===== config.mk =====
export PLATFORM = sky130hd
export DESIGN_NAME = date_day_number_converter_flat
export DESIGN_NICKNAME = d
export VERILOG_FILES = /design/src/rtl/ddnc_pkg.sv /design/src/rtl/ddnc_if.sv /design/src/rtl/ddnc_core.sv /design/src/rtl/date_day_number_converter.sv /design/src/flat_wrapper.sv
export VERILOG_INCLUDE_DIRS = /design/src /design/src/rtl
export SDC_FILE = /design/constraint.sdc
export NUM_CORES = 1
export LEC_CHECK = 0
export BUFFER_PORTS_ARGS = -buffer_cell sky130_fd_sc_hd__buf_2
export CORE_MARGIN = 4
export CORE_UTILIZATION = 50
export CTS_CLUSTER_SIZE = 8
export DETAILED_ROUTE_END_ITERATION = 8
export PLACE_DENSITY = 0.69
export REMOVE_ABC_BUFFERS = 1
export SLEW_MARGIN = 20
export SYNTH_ARGS = -nofsm -noshare
export SYNTH_HDL_FRONTEND = slang
export SYNTH_SLANG_ARGS = --single-unit

===== constraint.sdc =====
create_clock -name clk -period 27.8 [get_ports clk]
set_input_delay 1.39 -clock clk [delete_from_list [all_inputs] [get_ports clk]]
set_output_delay 1.39 -clock clk [all_outputs]
set_load 0.005 [all_outputs]

===== src/rtl/date_day_number_converter_macros.svh =====
// Assertion macros shared by the date / day number converter RTL.
// Included by files that carry concurrent assertions; no other dependencies.
`ifndef DATE_DAY_NUMBER_CONVERTER_MACROS_SVH
`define DATE_DAY_NUMBER_CONVERTER_MACROS_SVH
`ifndef SYNTHESIS
// Same-cycle implication, reset disables the check.
`define DDNC_ASSERT_NOW(label, clk, rst_n, ante, cons, msg) \
  label: assert property (@(posedge clk) disable iff (!rst_n) (ante) |-> (cons)) \
    else $error(msg);
// Next-cycle implication, reset disables the check.
`define DDNC_ASSERT_NEXT(label, clk, rst_n, ante, cons, msg) \
  label: assert property (@(posedge clk) disable iff (!rst_n) (ante) |=> (cons)) \
    else $error(msg);
`else
`define DDNC_ASSERT_NOW(label, clk, rst_n, ante, cons, msg)
`define DDNC_ASSERT_NEXT(label, clk, rst_n, ante, cons, msg)
`endif
`endif


===== src/rtl/ddnc_pkg.sv =====
// Package for the date / day number converter: field widths, request codes,
// payload and control structs, and the month length tables. No dependencies.
package ddnc_pkg;

  localparam int DNW  = 23;  // serial day number
  localparam int DAYW = 5;
  localparam int MONW = 4;
  localparam int YRW  = 14;
  localparam int AW   = 25;  // accumulator, holds any unsaturated date sum

  localparam logic REQ_DATE   = 1'b0;  // date to day number
  localparam logic REQ_NUMBER = 1'b1;  // day number to date

  localparam logic [8:0] YEAR_DAYS = 9'd365;

  typedef struct packed {
    logic                   req_type;
    logic [DAYW-1:0]        in_day;
    logic [MONW-1:0]        in_month;
    logic [YRW-1:0]         in_year;
    logic                   in_bc;
    logic signed [DNW-1:0]  in_day_number;
  } req_t;

  typedef struct packed {
    logic signed [DNW-1:0]  out_day_number;
    logic [DAYW-1:0]        out_day;
    logic [MONW-1:0]        out_month;
    logic [YRW-1:0]         out_year;
    logic                   out_bc;
  } res_t;

  typedef struct packed {
    logic start;  // request accepted this cycle
    logic take;   // finished result moves into the output register
  } ctl_t;

  typedef struct packed {
    logic busy;
    logic done;
  } sts_t;

  // Length of month idx (0 = January) in a common or leap year.
  function automatic logic [DAYW-1:0] month_len(input logic lp, input logic [MONW-1:0] idx);
    logic [DAYW-1:0] len;
    case (idx)
      4'd1:    len = lp ? 5'd29 : 5'd28;
      4'd3,
      4'd5,
      4'd8,
      4'd10:   len = 5'd30;
      default: len = 5'd31;
    endcase
    return len;
  endfunction

  // Days in the first 'full' months of a year, full from 0 to 12.
  function automatic logic [8:0] cum_days(input logic lp, input logic [MONW-1:0] full);
    logic [8:0] base;
    case (full)
      4'd0:    base = 9'd0;
      4'd1:    base = 9'd31;
      4'd2:    base = 9'd59;
      4'd3:    base = 9'd90;
      4'd4:    base = 9'd120;
      4'd5:    base = 9'd151;
      4'd6:    base = 9'd181;
      4'd7:    base = 9'd212;
      4'd8:    base = 9'd243;
      4'd9:    base = 9'd273;
      4'd10:   base = 9'd304;
      4'd11:   base = 9'd334;
      default: base = 9'd365;
    endcase
    return base + {8'd0, (lp && (full >= 4'd2))};
  endfunction

endpackage


===== src/rtl/ddnc_if.sv =====
// Request and result channel interfaces of the date / day number converter.
// Depends on ddnc_pkg for field widths.
interface ddnc_in_if;
  logic                           valid;
  logic                           ready;
  logic                           req_type;
  logic [ddnc_pkg::DAYW-1:0]      in_day;
  logic [ddnc_pkg::MONW-1:0]      in_month;
  logic [ddnc_pkg::YRW-1:0]       in_year;
  logic                           in_bc;
  logic signed [ddnc_pkg::DNW-1:0] in_day_number;

  modport source (output valid, req_type, in_day, in_month, in_year, in_bc, in_day_number,
                  input ready);
  modport sink   (input valid, req_type, in_day, in_month, in_year, in_bc, in_day_number,
                  output ready);
endinterface

interface ddnc_out_if;
  logic                            valid;
  logic                            ready;
  logic signed [ddnc_pkg::DNW-1:0] out_day_number;
  logic [ddnc_pkg::DAYW-1:0]       out_day;
  logic [ddnc_pkg::MONW-1:0]       out_month;
  logic [ddnc_pkg::YRW-1:0]        out_year;
  logic                            out_bc;

  modport source (output valid, out_day_number, out_day, out_month, out_year, out_bc,
                  input ready);
  modport sink   (input valid, out_day_number, out_day, out_month, out_year, out_bc,
                  output ready);
endinterface


===== src/rtl/ddnc_core.sv =====
// Sequencer and shared add/subtract unit of the date / day number converter.
// Depends on ddnc_pkg and date_day_number_converter_macros.svh.
`include "date_day_number_converter_macros.svh"

module ddnc_core #(
  parameter int MAX_YEAR = 9999
) (
  input  logic           clk,
  input  logic           rst_n,
  input  ddnc_pkg::ctl_t ctl,
  input  ddnc_pkg::req_t req,
  output ddnc_pkg::sts_t sts,
  output ddnc_pkg::res_t res
);

  localparam int YW = $clog2(MAX_YEAR + 1);
  localparam int WW = (YW > ddnc_pkg::YRW) ? YW : ddnc_pkg::YRW;
  localparam int AW = ddnc_pkg::AW;
  localparam int DNW = ddnc_pkg::DNW;

  localparam logic [WW-1:0] MAX_W   = WW'(MAX_YEAR);
  localparam logic [WW-1:0] MAXM1_W = WW'(MAX_YEAR - 1);

  localparam logic signed [AW-1:0] DN_MIN = -(AW'(4194304));
  localparam logic signed [AW-1:0] DN_MAX = AW'(4194303);

  localparam logic [2:0] ST_IDLE   = 3'd0;
  localparam logic [2:0] ST_D_YEAR = 3'd1;
  localparam logic [2:0] ST_D_ADD  = 3'd2;
  localparam logic [2:0] ST_N_YEAR = 3'd3;
  localparam logic [2:0] ST_N_MON  = 3'd4;
  localparam logic [2:0] ST_N_FIN  = 3'd5;
  localparam logic [2:0] ST_DONE   = 3'd6;

  localparam logic [3:0] MON_FIRST = 4'd0;
  localparam logic [3:0] MON_LAST  = 4'd11;

  logic [2:0]    state_r, state_nxt;
  logic [AW-1:0] acc_r, acc_nxt;
  logic [WW-1:0] w_r, w_nxt;
  logic [1:0]    m4_r, m4_nxt;
  logic [6:0]    m100_r, m100_nxt;
  logic [8:0]    m400_r, m400_nxt;
  logic          prev_leap_r, prev_leap_nxt;
  logic [3:0]    mon_r, mon_nxt;
  logic          bc_r, bc_nxt;
  ddnc_pkg::req_t req_r;

  logic [AW-1:0] op_a, op_b, sum;
  logic          op_sub;
  logic          diff_neg, diff_zero;
  logic          leap_now, lp, advance, init_bc, num_bc;
  logic [8:0]    year_len;
  logic [4:0]    mlen;
  logic [3:0]    full;
  logic [9:0]    day_add;
  logic [WW-1:0] year_ext, year_out;
  logic          stop;

  // The walk year is tracked modulo 4, 100 and 400 so the leap test needs no divider.
  assign leap_now = ((m4_r == 2'd0) && (m100_r != 7'd0)) || (m400_r == 9'd0);
  // A BC date takes its month table from the year before the walk end.
  assign lp = ((req_r.req_type == ddnc_pkg::REQ_DATE) && bc_r) ? prev_leap_r : leap_now;
  assign year_len = ddnc_pkg::YEAR_DAYS + {8'd0, leap_now};
  assign mlen = ddnc_pkg::month_len(lp, mon_r);

  always_comb begin
    if (req_r.in_month == 4'd0) begin
      full = 4'd0;
    end else if (req_r.in_month >= 4'd14) begin
      full = 4'd12;
    end else begin
      full = req_r.in_month - 4'd1;
    end
  end

  assign day_add  = 10'(req_r.in_day) + 10'(ddnc_pkg::cum_days(lp, full));
  assign year_ext = WW'(req_r.in_year);
  assign num_bc   = req.in_day_number[DNW-1] || (req.in_day_number == '0);
  assign init_bc  = (req.req_type == ddnc_pkg::REQ_DATE) ? req.in_bc : num_bc;

  // Shared add/subtract unit; its sign and zero flags serve as the compare.
  assign sum       = op_a + (op_sub ? ~op_b : op_b) + AW'(op_sub);
  assign diff_neg  = sum[AW-1];
  assign diff_zero = (sum == '0);

  always_comb begin
    state_nxt     = state_r;
    acc_nxt       = acc_r;
    w_nxt         = w_r;
    m4_nxt        = m4_r;
    m100_nxt      = m100_r;
    m400_nxt      = m400_r;
    prev_leap_nxt = prev_leap_r;
    mon_nxt       = mon_r;
    bc_nxt        = bc_r;
    op_a          = acc_r;
    op_b          = '0;
    op_sub        = 1'b0;
    advance       = 1'b0;
    stop          = 1'b0;
    case (state_r)
      ST_IDLE: begin
        // Magnitude of a negative day number.
        op_a   = '0;
        op_b   = {{(AW-DNW){req.in_day_number[DNW-1]}}, req.in_day_number};
        op_sub = 1'b1;
        if (ctl.start) begin
          bc_nxt   = init_bc;
          w_nxt    = init_bc ? WW'(0) : WW'(1);
          m4_nxt   = init_bc ? 2'd0 : 2'd1;
          m100_nxt = init_bc ? 7'd0 : 7'd1;
          m400_nxt = init_bc ? 9'd0 : 9'd1;
          if (req.req_type == ddnc_pkg::REQ_DATE) begin
            acc_nxt   = '0;
            state_nxt = (req.in_year == '0) ? ST_DONE : ST_D_YEAR;
          end else begin
            acc_nxt   = req.in_day_number[DNW-1] ? sum : AW'(unsigned'(req.in_day_number));
            state_nxt = ST_N_YEAR;
          end
        end
      end
      ST_D_YEAR: begin
        op_b   = AW'(year_len);
        op_sub = bc_r;
        if (w_r == year_ext) begin
          state_nxt = ST_D_ADD;
        end else begin
          acc_nxt       = sum;
          prev_leap_nxt = leap_now;
          advance       = 1'b1;
        end
      end
      ST_D_ADD: begin
        op_b      = AW'(day_add);
        acc_nxt   = sum;
        state_nxt = ST_DONE;
      end
      ST_N_YEAR: begin
        op_b   = AW'(year_len);
        op_sub = 1'b1;
        if (bc_r) begin
          stop = diff_neg || (w_r >= MAXM1_W);
        end else begin
          stop = diff_neg || diff_zero || (w_r >= MAX_W);
        end
        if (stop) begin
          // When the walk ran into the year limit with days left over, clamp to the year end.
          if (bc_r && !diff_neg) begin
            acc_nxt = AW'(year_len - 9'd1);
          end else if (!bc_r && !diff_neg && !diff_zero) begin
            acc_nxt = AW'(year_len);
          end
          mon_nxt   = bc_r ? MON_LAST : MON_FIRST;
          state_nxt = ST_N_MON;
        end else begin
          acc_nxt = sum;
          advance = 1'b1;
        end
      end
      ST_N_MON: begin
        op_b   = AW'(mlen);
        op_sub = 1'b1;
        if (bc_r) begin
          if ((mon_r != MON_FIRST) && !diff_neg) begin
            acc_nxt = sum;
            mon_nxt = mon_r - 4'd1;
          end else begin
            state_nxt = ST_N_FIN;
          end
        end else begin
          if ((mon_r != MON_LAST) && !diff_neg && !diff_zero) begin
            acc_nxt = sum;
            mon_nxt = mon_r + 4'd1;
          end else begin
            state_nxt = ST_DONE;
          end
        end
      end
      ST_N_FIN: begin
        // BC days were counted back from the month end.
        op_a      = AW'(mlen);
        op_b      = acc_r;
        op_sub    = 1'b1;
        acc_nxt   = sum;
        state_nxt = ST_DONE;
      end
      ST_DONE: begin
        if (ctl.take) begin
          state_nxt = ST_IDLE;
        end
      end
      default: begin
        state_nxt = ST_IDLE;
      end
    endcase
    if (advance) begin
      w_nxt    = w_r + WW'(1);
      m4_nxt   = m4_r + 2'd1;
      m100_nxt = (m100_r == 7'd99) ? 7'd0 : m100_r + 7'd1;
      m400_nxt = (m400_r == 9'd399) ? 9'd0 : m400_r + 9'd1;
    end
  end

  always_ff @(posedge clk) begin
    if (!rst_n) begin
      state_r <= ST_IDLE;
    end else begin
      state_r <= state_nxt;
    end
  end

  always_ff @(posedge clk) begin
    acc_r       <= acc_nxt;
    w_r         <= w_nxt;
    m4_r        <= m4_nxt;
    m100_r      <= m100_nxt;
    m400_r      <= m400_nxt;
    prev_leap_r <= prev_leap_nxt;
    mon_r       <= mon_nxt;
    bc_r        <= bc_nxt;
    if (ctl.start) begin
      req_r <= req;
    end
  end

  assign sts.busy = (state_r != ST_IDLE);
  assign sts.done = (state_r == ST_DONE);

  assign year_out = bc_r ? (w_r + WW'(1)) : w_r;

  always_comb begin
    res = '0;
    if (req_r.req_type == ddnc_pkg::REQ_DATE) begin
      if ($signed(acc_r) < DN_MIN) begin
        res.out_day_number = DNW'(DN_MIN);
      end else if ($signed(acc_r) > DN_MAX) begin
        res.out_day_number = DNW'(DN_MAX);
      end else begin
        res.out_day_number = DNW'(acc_r);
      end
    end else begin
      res.out_day   = acc_r[ddnc_pkg::DAYW-1:0];
      res.out_month = mon_r + 4'd1;
      res.out_year  = ddnc_pkg::YRW'(year_out);
      res.out_bc    = bc_r;
    end
  end

  `DDNC_ASSERT_NOW(a_mod_track, clk, rst_n, sts.busy, (m4_r == w_r[1:0]) && (m100_r[1:0] == m4_r) && (m400_r[1:0] == m4_r), "leap counters lost track of the walk year")
  `DDNC_ASSERT_NOW(a_year_limit, clk, rst_n, state_r == ST_N_YEAR, w_r <= MAX_W, "year walk passed the year limit")
  `DDNC_ASSERT_NOW(a_date_range, clk, rst_n, sts.done && (req_r.req_type == ddnc_pkg::REQ_NUMBER), (res.out_day != 5'd0) && (res.out_month >= 4'd1) && (res.out_month <= 4'd12), "converted date out of range")

endmodule


===== src/rtl/date_day_number_converter.sv =====
// Top level of the date / day number converter: channel handshakes and result register.
// Depends on ddnc_pkg, ddnc_if, ddnc_core and date_day_number_converter_macros.svh.
//
//   channel   direction  contents
//   in_chan   sink       req_type, date fields, serial day number
//   out_chan  source     day number, or day, month, year and era
//
// The run time of a day number request grows with the years walked, bounded by MAX_YEAR;
// that of a date request grows with in_year. The single add/subtract unit steps through
// one year per cycle, then, for a day number request, one month per cycle.
// The block takes a new request once the previous result sits in the output
// register, even while that result is stalled. Reset is synchronous, active low.
`include "date_day_number_converter_macros.svh"

module date_day_number_converter #(
  parameter int MAX_YEAR = 9999
) (
  input logic        clk,
  input logic        rst_n,
  ddnc_in_if.sink    in_chan,
  ddnc_out_if.source out_chan
);

  ddnc_pkg::ctl_t ctl;
  ddnc_pkg::sts_t sts;
  ddnc_pkg::req_t req;
  ddnc_pkg::res_t res;
  ddnc_pkg::res_t out_res_r;
  logic           out_valid_r, out_valid_nxt;

  assign req.req_type      = in_chan.req_type;
  assign req.in_day        = in_chan.in_day;
  assign req.in_month      = in_chan.in_month;
  assign req.in_year       = in_chan.in_year;
  assign req.in_bc         = in_chan.in_bc;
  assign req.in_day_number = in_chan.in_day_number;

  assign in_chan.ready = !sts.busy;
  assign ctl.start     = in_chan.valid && !sts.busy;
  assign ctl.take      = sts.done && (!out_valid_r || out_chan.ready);

  ddnc_core #(
    .MAX_YEAR (MAX_YEAR)
  ) u_core (
    .clk   (clk),
    .rst_n (rst_n),
    .ctl   (ctl),
    .req   (req),
    .sts   (sts),
    .res   (res)
  );

  always_comb begin
    if (ctl.take) begin
      out_valid_nxt = 1'b1;
    end else if (out_chan.ready) begin
      out_valid_nxt = 1'b0;
    end else begin
      out_valid_nxt = out_valid_r;
    end
  end

  always_ff @(posedge clk) begin
    if (!rst_n) begin
      out_valid_r <= 1'b0;
    end else begin
      out_valid_r <= out_valid_nxt;
    end
  end

  always_ff @(posedge clk) begin
    if (ctl.take) begin
      out_res_r <= res;
    end
  end

  assign out_chan.valid          = out_valid_r;
  assign out_chan.out_day_number = out_res_r.out_day_number;
  assign out_chan.out_day        = out_res_r.out_day;
  assign out_chan.out_month      = out_res_r.out_month;
  assign out_chan.out_year       = out_res_r.out_year;
  assign out_chan.out_bc         = out_res_r.out_bc;

  `DDNC_ASSERT_NEXT(a_start_busy, clk, rst_n, ctl.start, sts.busy, "request did not start")
  `DDNC_ASSERT_NEXT(a_take_valid, clk, rst_n, ctl.take, out_valid_r, "taken result not presented")
  `DDNC_ASSERT_NEXT(a_done_hold, clk, rst_n, sts.done && !ctl.take, sts.done, "result lost in core")

endmodule


===== src/flat_wrapper.sv =====
// flat-port wrapper written by rule: the top's interface ports become plain ports
module date_day_number_converter_flat 
#(
  parameter int MAX_YEAR = 9999
)
  (clk, rst_n, in_chan_valid, in_chan_req_type, in_chan_in_day, in_chan_in_month, in_chan_in_year, in_chan_in_bc, in_chan_in_day_number, in_chan_ready, out_chan_valid, out_chan_out_day_number, out_chan_out_day, out_chan_out_month, out_chan_out_year, out_chan_out_bc, out_chan_ready);
  ddnc_in_if in_chan_i ();
  ddnc_out_if out_chan_i ();
  input logic clk;
  input logic rst_n;
  input wire logic [$bits(in_chan_i.valid)-1:0] in_chan_valid;
  input wire logic [$bits(in_chan_i.req_type)-1:0] in_chan_req_type;
  input wire logic [$bits(in_chan_i.in_day)-1:0] in_chan_in_day;
  input wire logic [$bits(in_chan_i.in_month)-1:0] in_chan_in_month;
  input wire logic [$bits(in_chan_i.in_year)-1:0] in_chan_in_year;
  input wire logic [$bits(in_chan_i.in_bc)-1:0] in_chan_in_bc;
  input wire logic [$bits(in_chan_i.in_day_number)-1:0] in_chan_in_day_number;
  output wire logic [$bits(in_chan_i.ready)-1:0] in_chan_ready;
  output wire logic [$bits(out_chan_i.valid)-1:0] out_chan_valid;
  output wire logic [$bits(out_chan_i.out_day_number)-1:0] out_chan_out_day_number;
  output wire logic [$bits(out_chan_i.out_day)-1:0] out_chan_out_day;
  output wire logic [$bits(out_chan_i.out_month)-1:0] out_chan_out_month;
  output wire logic [$bits(out_chan_i.out_year)-1:0] out_chan_out_year;
  output wire logic [$bits(out_chan_i.out_bc)-1:0] out_chan_out_bc;
  input wire logic [$bits(out_chan_i.ready)-1:0] out_chan_ready;
  assign in_chan_i.valid = in_chan_valid;
  assign in_chan_i.req_type = in_chan_req_type;
  assign in_chan_i.in_day = in_chan_in_day;
  assign in_chan_i.in_month = in_chan_in_month;
  assign in_chan_i.in_year = in_chan_in_year;
  assign in_chan_i.in_bc = in_chan_in_bc;
  assign in_chan_i.in_day_number = in_chan_in_day_number;
  assign in_chan_ready = in_chan_i.ready;
  assign out_chan_valid = out_chan_i.valid;
  assign out_chan_out_day_number = out_chan_i.out_day_number;
  assign out_chan_out_day = out_chan_i.out_day;
  assign out_chan_out_month = out_chan_i.out_month;
  assign out_chan_out_year = out_chan_i.out_year;
  assign out_chan_out_bc = out_chan_i.out_bc;
  assign out_chan_i.ready = out_chan_ready;
  date_day_number_converter #(.MAX_YEAR(MAX_YEAR)) u_core (.clk(clk), .rst_n(rst_n), .in_chan(in_chan_i), .out_chan(out_chan_i));
endmodule

== After elaboration in Yosys (flattened, before gate mapping) ==
Memory sizes are Yosys's and may differ from the RTL's.
Cells that the tools add are included.

* Bits in registers: 138
* Memory bits (read-only): 144
* Input port bits: 52
* Output and inout bits: 49
* Memories kept: 1

* Add/subtract/negate cells: 13
* Magnitude comparators: 6
* Equality and inequality tests: 25
* Multiplexer cells: 65
* Bitwise gates (word level): 3
* Reductions and logical operators: 48

{| class="wikitable"
|+ Memories
! memory !! words !! bits a word !! rd ports !! clocked after Yosys merged registers in !! wr ports !! RTL line !! text
|-
| (no name shown) || 16 || 9 || 1 || 0 || 0 || ddnc_pkg.sv:60 || <nowiki>case (full)</nowiki>
|}

{| class="wikitable"
|+ Operator list
! operator !! count
|-
| 25-bit two-way mux || 11
|-
| 25-bit case mux with 5 select lines || 2
|-
| 14-bit two-way mux || 4
|-
| 25-bit case mux with 2 select lines || 1
|-
| 23-bit two-way mux || 2
|-
| 9-bit two-way mux || 4
|-
| 14-bit greater-or-equal comparator (second input constant) || 2
|-
| 4-bit two-way mux || 7
|-
| 7-bit two-way mux || 4
|-
| 3-bit two-way mux || 9
|-
| 25-bit by 1-bit adder with 25-bit output || 1
|-
| 25-bit adder || 1
|-
| 25-bit by 23-bit > comparator with 1-bit output (second input constant) || 1
|-
| 25-bit logical NOT || 1
|-
| 25-bit by 23-bit < comparator with 1-bit output (second input constant) || 1
|-
| 25-bit inverter || 1
|-
| 23-bit logical NOT || 1
|-
| 3-bit case mux with 6 select lines || 1
|-
| 14-bit by 1-bit adder with 14-bit output (second input constant) || 1
|-
| 14-bit == test || 1
|-
| 14-bit logical NOT || 1
|-
| 1-bit two-way mux || 13
|-
| 3-bit != test (second input constant) || 4
|-
| 6-bit AND reduction || 2
|-
| 44 further kinds || 84
|}

== Logic depth before layout (Yosys ltp) ==
* Word-level depth: 21
* Gate-level depth with buffers: 33
* Gate-level depth less buffers: 32

== Modules after synthesis ==
From an unflattened synthesis, not the netlist that was laid out.

* Cell total of the unflattened synthesis: 1,070
* Area, all modules: 10,032.1 um2

{| class="wikitable"
|+ By module, submodules not included
! module !! instances !! cells an instance !! area an instance (um2)
|-
| ddnc_core || 1 || 1,017 || 8,563.2
|-
| date_day_number_converter || 1 || 53 || 1,468.9
|}

== Least setup slack after synthesis ==
No wires, ideal clock.

* Kind: reg-to-reg
* Start point: reg u_core.u_core.req_r[39] (netlist name)
* End point: reg u_core.u_core.acc_r[0] (enable)
* Setup time: 479 ps
* Data arrival time: 8,720 ps
* Data required time: 27,321 ps
* Slack: 18,601 ps
* Stages on the path, launching flop included: 31
* Clock period less this slack: 9,199 ps
* Cell sequence: edfxtp_1 ha_1 o21a_1 a211oi_1 inv_1 ha_1 nor2_1 a21oi_1 ha_1 ha_1 ha_1 a21o_1 a21oi_1 o21bai_1 a21oi_1 xor2_1 o21ai_0 ha_1 clkbuf_1 and3_1 clkbuf_1 a221o_1 a21oi_1 nand4_1 a311o_1 a21o_1 xor2_1 o21ai_0 nor2_1 o21ai_0 nor4b_1

* Cells in the longest elaborated chain, start to end: 19
* Elaborated cells between the ends (all ways): 33
* Classes of those cells: add/sub (5); order compare (2); eq/ne (3); mux (6); bitwise (1); reduce/logical (15); memory (1)

{| class="wikitable"
|+ Ends and longest elaborated chain
! what !! RTL line !! text
|-
| start: declaration || ddnc_core.sv:47 || <nowiki>ddnc_pkg::req_t req_r;</nowiki>
|-
| start signal: assignment || ddnc_core.sv:223 || <nowiki>req_r <= req;</nowiki>
|-
| 4-bit by 1-bit subtractor with 4-bit output / 4-bit greater-or-equal comparator (equally long branches) || ddnc_core.sv:73, ddnc_core.sv:70 ||
|-
| 4-bit two-way mux || ddnc_core.sv:70 || <nowiki>end else if (req_r.in_month >= 4'd14) begin</nowiki>
|-
| 4-bit two-way mux * || ddnc_core.sv:68 || <nowiki>if (req_r.in_month == 4'd0) begin</nowiki>
|-
| 4-bit by 2-bit greater-or-equal comparator with 1-bit output || ddnc_pkg.sv:75 || <nowiki>return base + {8'd0, (lp && (full >= 4'd2))};</nowiki>
|-
| 1-bit logical AND || ddnc_pkg.sv:75 ||
|-
| 9-bit by 1-bit adder with 9-bit output * || ddnc_pkg.sv:75 ||
|-
| 5-bit by 9-bit adder with 10-bit output * || ddnc_core.sv:77 || <nowiki>assign day_add = 10'(req_r.in_day) + 10'(ddnc_pkg::cum_days(lp, full));</nowiki>
|-
| 25-bit case mux with 5 select lines * || ddnc_core.sv:102 || <nowiki>case (state_r)</nowiki>
|-
| [2 not listed] || n/a ||
|-
| 25-bit adder * || ddnc_core.sv:83 || <nowiki>assign sum = op_a + (op_sub ? ~op_b : op_b) + AW'(op_sub);</nowiki>
|-
| 25-bit by 1-bit adder with 25-bit output * || ddnc_core.sv:83 ||
|-
| 25-bit logical NOT || ddnc_core.sv:85 || <nowiki>assign diff_zero = (sum == '0);</nowiki>
|-
| 1-bit logical OR (2 in series) || ddnc_core.sv:145 || <nowiki>stop = diff_neg || diff_zero || (w_r >= MAX_W);</nowiki>
|-
| 1-bit two-way mux || ddnc_core.sv:142 || <nowiki>if (bc_r) begin</nowiki>
|-
| 1-bit two-way mux || ddnc_core.sv:102 ||
|-
| 4-bit != test (no line) || n/a ||
|-
| 6-bit AND reduction (no line) * || n/a ||
|-
| end signal: assignment || ddnc_core.sv:214 || <nowiki>acc_r <= acc_nxt;</nowiki>
|-
| end: declaration || ddnc_core.sv:39 || <nowiki>logic [AW-1:0] acc_r, acc_nxt;</nowiki>
|}

Every way passes the cells marked *; elsewhere a longest branch is shown, timed or not. The select of a mux whose other input is x is not followed.
A chain may end at the register's enable or synchronous reset.

== Worst setup path in the final report ==
* Start point: reg u_core.u_core.req_r[39] (netlist name)
* End point: reg u_core.u_core.m400_r[0] (enable)

* Cells in the longest elaborated chain, start to end: 21
* Elaborated cells between the ends (all ways): 26
* Classes of those cells: add/sub (5); order compare (2); mux (8); bitwise (1); reduce/logical (9); memory (1)

{| class="wikitable"
|+ Ends and longest elaborated chain
! what !! RTL line !! text
|-
| 4-bit by 1-bit subtractor with 4-bit output / 4-bit greater-or-equal comparator (equally long branches) || ddnc_core.sv:73, ddnc_core.sv:70 ||
|-
| 4-bit two-way mux || ddnc_core.sv:70 ||
|-
| 4-bit two-way mux * || ddnc_core.sv:68 ||
|-
| 4-bit by 2-bit greater-or-equal comparator with 1-bit output || ddnc_pkg.sv:75 ||
|-
| 1-bit logical AND || ddnc_pkg.sv:75 ||
|-
| 9-bit by 1-bit adder with 9-bit output * || ddnc_pkg.sv:75 ||
|-
| 5-bit by 9-bit adder with 10-bit output * || ddnc_core.sv:77 ||
|-
| 25-bit case mux with 5 select lines * || ddnc_core.sv:102 ||
|-
| [4 not listed] || n/a ||
|-
| 25-bit logical NOT || ddnc_core.sv:85 ||
|-
| 1-bit logical OR (2 in series) || ddnc_core.sv:145 ||
|-
| 1-bit two-way mux * || ddnc_core.sv:142 ||
|-
| 1-bit two-way mux * || ddnc_core.sv:102 ||
|-
| 1-bit two-way mux * || ddnc_core.sv:147 || <nowiki>if (stop) begin</nowiki>
|-
| 1-bit case mux with 2 select lines * || ddnc_core.sv:102 ||
|-
| 2-bit nonzero test (no line) || n/a ||
|-
| 2-bit AND reduction (no line) * || n/a ||
|-
| end signal: assignment || ddnc_core.sv:218 || <nowiki>m400_r <= m400_nxt;</nowiki>
|-
| end: declaration || ddnc_core.sv:43 || <nowiki>logic [8:0] m400_r, m400_nxt;</nowiki>
|}

Marks and branches as above.

==> impl_metrics.json <==
{
  "status": "completed",
  "cap_violations": 0,
  "rr_endpoint": "u_core.u_core.m400_r[0]",
  "timing.critical_path.required_ps": 27940,
  "crit_path_start_kind": "flop",
  "antenna-diode-count": 0,
  "ir_drop_mv": 0.0781,
  "buffer_depth_of_the_longest_clock_path": 2,
  "asyncSetResetFlopFracSynth_pct": 0,
  "crit-reg2reg-launch": "u_core.u_core.req_r[39]",
  "placementRows": 52,
  "cp_common_cell": "sky130_fd_sc_hd__ha_1",
  "area.sequential_sq_um": 4110,
  "proportion_of_layout_cells_with_a_drive_suffix_above_1_pct": 17.1,
  "grt_setup_unrepaired": "false",
  "final_core_util_pct": 56.9,
  "finalNetCount": 1258,
  "timing.critical_path.to": "u_core.u_core.m400_r[0]",
  "crit_fanout": 33,
  "worstHoldPathType": "reg2reg",
  "synthesis.area_sq_um": 10300,
  "cts_made_buffers": 17,
  "clockRootBuffer": "sky130_fd_sc_hd__clkbuf_16",
  "timing.reg2reg.worst_path_depth": 32,
  "power.leakage_nw": 4.44,
  "worst-endpoint-arrival_ps": 8780,
  "gp_congestion": 1.03,
  "insertion_delay_ps": 430,
  "ctsHoldBuffers": 0,
  "worst-setup-path-type": "reg2reg",
  "period_minus_slack_ps": 8640,
  "maxSlewHeadroom_pct": 42.1,
  "hold_viol_final": 0,
  "worst_clock_skew_ps": 13.6,
  "critical-path-max-stage-delay_ps": 720,
  "max_freq_mhz": 116,
  "power_density_nw_per_um2": 149,
  "viasPerCell": 6.05,
  "first_iter_violations": 988,
  "layout-area-overhead-vs-synth_pct": 11.6,
  "netlist_instances": 1096,
  "route.vias.total": 8703,
  "global_route_wire_length_before_repair_mm": 44.1,
  "chipWidth_um": 152,
  "tritoncts_clock_tree": "done",
  "period_share_pct": 31.1,
  "design.die.area_sq_um": 23000,
  "synthDistinctLibCells": 104,
  "timing_worst_slew_pin_value_ps": 866,
  "critical_path.startpoint": "u_core.u_core.req_r[39]",
  "grt_util_all_layers_pct": 23.7,
  "crit_slowest_cell": "sky130_fd_sc_hd__a21oi_4",
  "route.final.wire_length_mm": 28.0,
  "floorplan.initialDensity_pct": 50.9,
  "filler_cell_count": 1810,
  "syn-mean-instance-area_sq_um": 9.43,
  "post_cts.resized_instances": 0,
  "cts.sinks": 138,
  "ys.warnings.count": 0,
  "grt_start_max_net_pins": 64,
  "wire_per_inst_um": 19.5,
  "port_buffers": 100,
  "finalSetupViolCount": 0,
  "synth_top_flop_cell": "sky130_fd_sc_hd__edfxtp_1",
  "cp.buffers_inverters": 5,
  "io_pins": 101,
  "endpoint_kind": "flop",
  "grt_remaining_overflow": 0,
  "regToRegSetupSlack_ps": 19160,
  "placeableCoreArea_sq_um": 20300,
  "grt_pass1_vias": 8077,
  "die_height_um": 152,
  "dr.pass1.iters": 6,
  "setup-tns-final_ps": 0,
  "grt_antenna_before_repair": 0,
  "fraction_of_the_yosys_area_taken_by_sequential_cells_pct": 39.7,
  "fin_max_slew_vios": 0,
  "worstSetupPathDepth": 32,
  "antenna_left": 0,
  "multiInputGateArea_sq_um": 5760,
  "post_cts_setup_buffer_count": 0,
  "detail_route.drc_violations": 0,
  "h-tree-depth": 4,
  "hpwlAfterDp_mm": 21.0,
  "yosys_register_bits": 138,
  "synth_enable_flop_cells": 134,
  "family_with_the_most_delay_on_the_worst_path": "compound AO/OA/AOI/OAI gates",
  "clk_transition_reported_paths_ps": 70
}
[worst min-delay path by stage]
stage	from	end	slack, ps	cells past startpoint
5_1_grt	u_core.u_core.m4_r[0]	u_core.u_core.m4_r[0]	610	1
3_5_place_dp	u_core.u_core.m4_r[0]	u_core.u_core.m4_r[0]	580	1
6_report	u_core.u_core.m4_r[0]	u_core.u_core.m4_r[0]	590	1
2_1_floorplan	u_core.out_chan.valid	u_core.out_chan.valid	540	2
3_3_place_gp	u_core.u_core.m4_r[0]	u_core.u_core.m4_r[0]	570	1
4_1_cts	u_core.u_core.m4_r[0]	u_core.u_core.m4_r[0]	590	1
[placed cells by master (no fill, tap or decap), types with 6 or more instances in the layout]
master,n
sky130_fd_sc_hd__a31oi_1,8
sky130_fd_sc_hd__nand4_1,16
sky130_fd_sc_hd__inv_6,6
sky130_fd_sc_hd__nand2_1,76
sky130_fd_sc_hd__nor3_1,31
sky130_fd_sc_hd__o21a_1,31
sky130_fd_sc_hd__edfxtp_1,134
sky130_fd_sc_hd__and2_1,47
sky130_fd_sc_hd__buf_4,14
sky130_fd_sc_hd__a21oi_1,89
sky130_fd_sc_hd__or2_2,6
sky130_fd_sc_hd__nor4_1,17
sky130_fd_sc_hd__nor2b_1,8
sky130_fd_sc_hd__buf_2,100
sky130_fd_sc_hd__inv_1,35
sky130_fd_sc_hd__and3_1,10
sky130_fd_sc_hd__xnor2_1,54
sky130_fd_sc_hd__ha_1,48
sky130_fd_sc_hd__a21o_1,15
sky130_fd_sc_hd__nor2_1,86
sky130_fd_sc_hd__nand3_1,36
sky130_fd_sc_hd__o21bai_1,6
sky130_fd_sc_hd__mux2i_1,12
sky130_fd_sc_hd__clkbuf_16,17
sky130_fd_sc_hd__xor2_1,29
sky130_fd_sc_hd__a221oi_1,7
sky130_fd_sc_hd__a211oi_1,21
sky130_fd_sc_hd__nor3b_1,10
sky130_fd_sc_hd__o21ai_0,51
sky130_fd_sc_hd__a32o_2,7
sky130_fd_sc_hd__o31ai_1,8
sky130_fd_sc_hd__nand2b_1,11
[kinds of logic after synthesis]
logic type	synth area share, %
fa+ha+maj	6.20
mux	1.27
flops	39.7
simple gates	19.2
buf+inv	4.79
xor+xnor	7.03
compound gates	21.8
[flip-flops by register name, summed over array words and instances (netlist names), 4 cells and up]
name	count
u_core.u_core.acc_r	25
u_core.out_chan.out_day_number	23
u_core.out_chan.out_year	14
u_core.u_core.w_r	14
u_core.u_core.year_ext	14
u_core.u_core.req_r	10
u_core.u_core.m400_r	9
u_core.u_core.m100_r	7
u_core.out_chan.out_day	5
u_core.out_chan.out_month	4
u_core.u_core.mon_r	4
[stage by stage]
stage,power [W],worst slack (ps),std cells,hold slack [ps],cell area (sq um)
after detailed placement,0.00146,19260,1407,578,10900
after global routing,0.00184,18400,1439,606,11500
after global placement,0.00145,19500,1407,571,10900
after floorplan,0.00117,18570,1023,538,9980
after CTS,0.00170,19250,1439,588,11500
final,0.00172,19160,1439,586,11500
[layer usage]
layer,GRT usage [%],vias to the layer above,wire length [um]
li1,-,4210,-
met1,34.7,4051,12600
met2,35.3,402,12000
met3,5.72,40,2800
met4,6.25,0,584
met5,0,-,0
[where the power goes]
group / internal [W] / switching [W] / leakage (nW) / total (W)
logic: 0.000416 / 0.000656 / 2.82 / 0.00107
registers: 0.000338 / 0.0000827 / 1.33 / 0.000421
clock network: 0.000128 / 0.000101 / 0.283 / 0.000229
total: 0.000882 / 0.000840 / 4.44 / 0.00172
[area by class of cell]
cell class              count  area share (%)
multi-input cells         849            49.9
clock buffers              17            3.69
inverters                  36            1.17
repair buffers            114            5.25
clock inverters            15            1.49
well taps                 270            2.93
flip-flops and latches    138            35.6
[cell usage after synthesis (all sizes together) (4+ instances only)]
cell,instances,area (sq um)
o21a,31,233
a31oi,8,50.1
edfxtp,134,4020
or2,7,43.8
xnor2,54,473
or3,6,43.8
nand2b,11,68.8
and2,48,302
nand2,77,292
xor2,29,254
o21ai,55,279
nor4,18,119
a2111oi,6,66.3
nand3,36,180
o31ai,8,60.1
a21oi,90,462
a211oi,22,170
a22o,5,43.8
a221oi,7,61.3
and3,11,70.1
a21o,20,156
nor2b,8,50.1
nor3,33,176
buf,17,95.1
o21bai,6,45.0
ha,48,601
clkbuf,50,203
nor3b,10,75.1
nand4,17,113
o22ai,5,31.3
nor2,87,327
a32o,9,98.9
a211o,4,35.0
dfxtp,4,80.1
inv,36,135
mux2i,12,120
o41ai,4,68.8
Power figures use the tool's default switching activity.
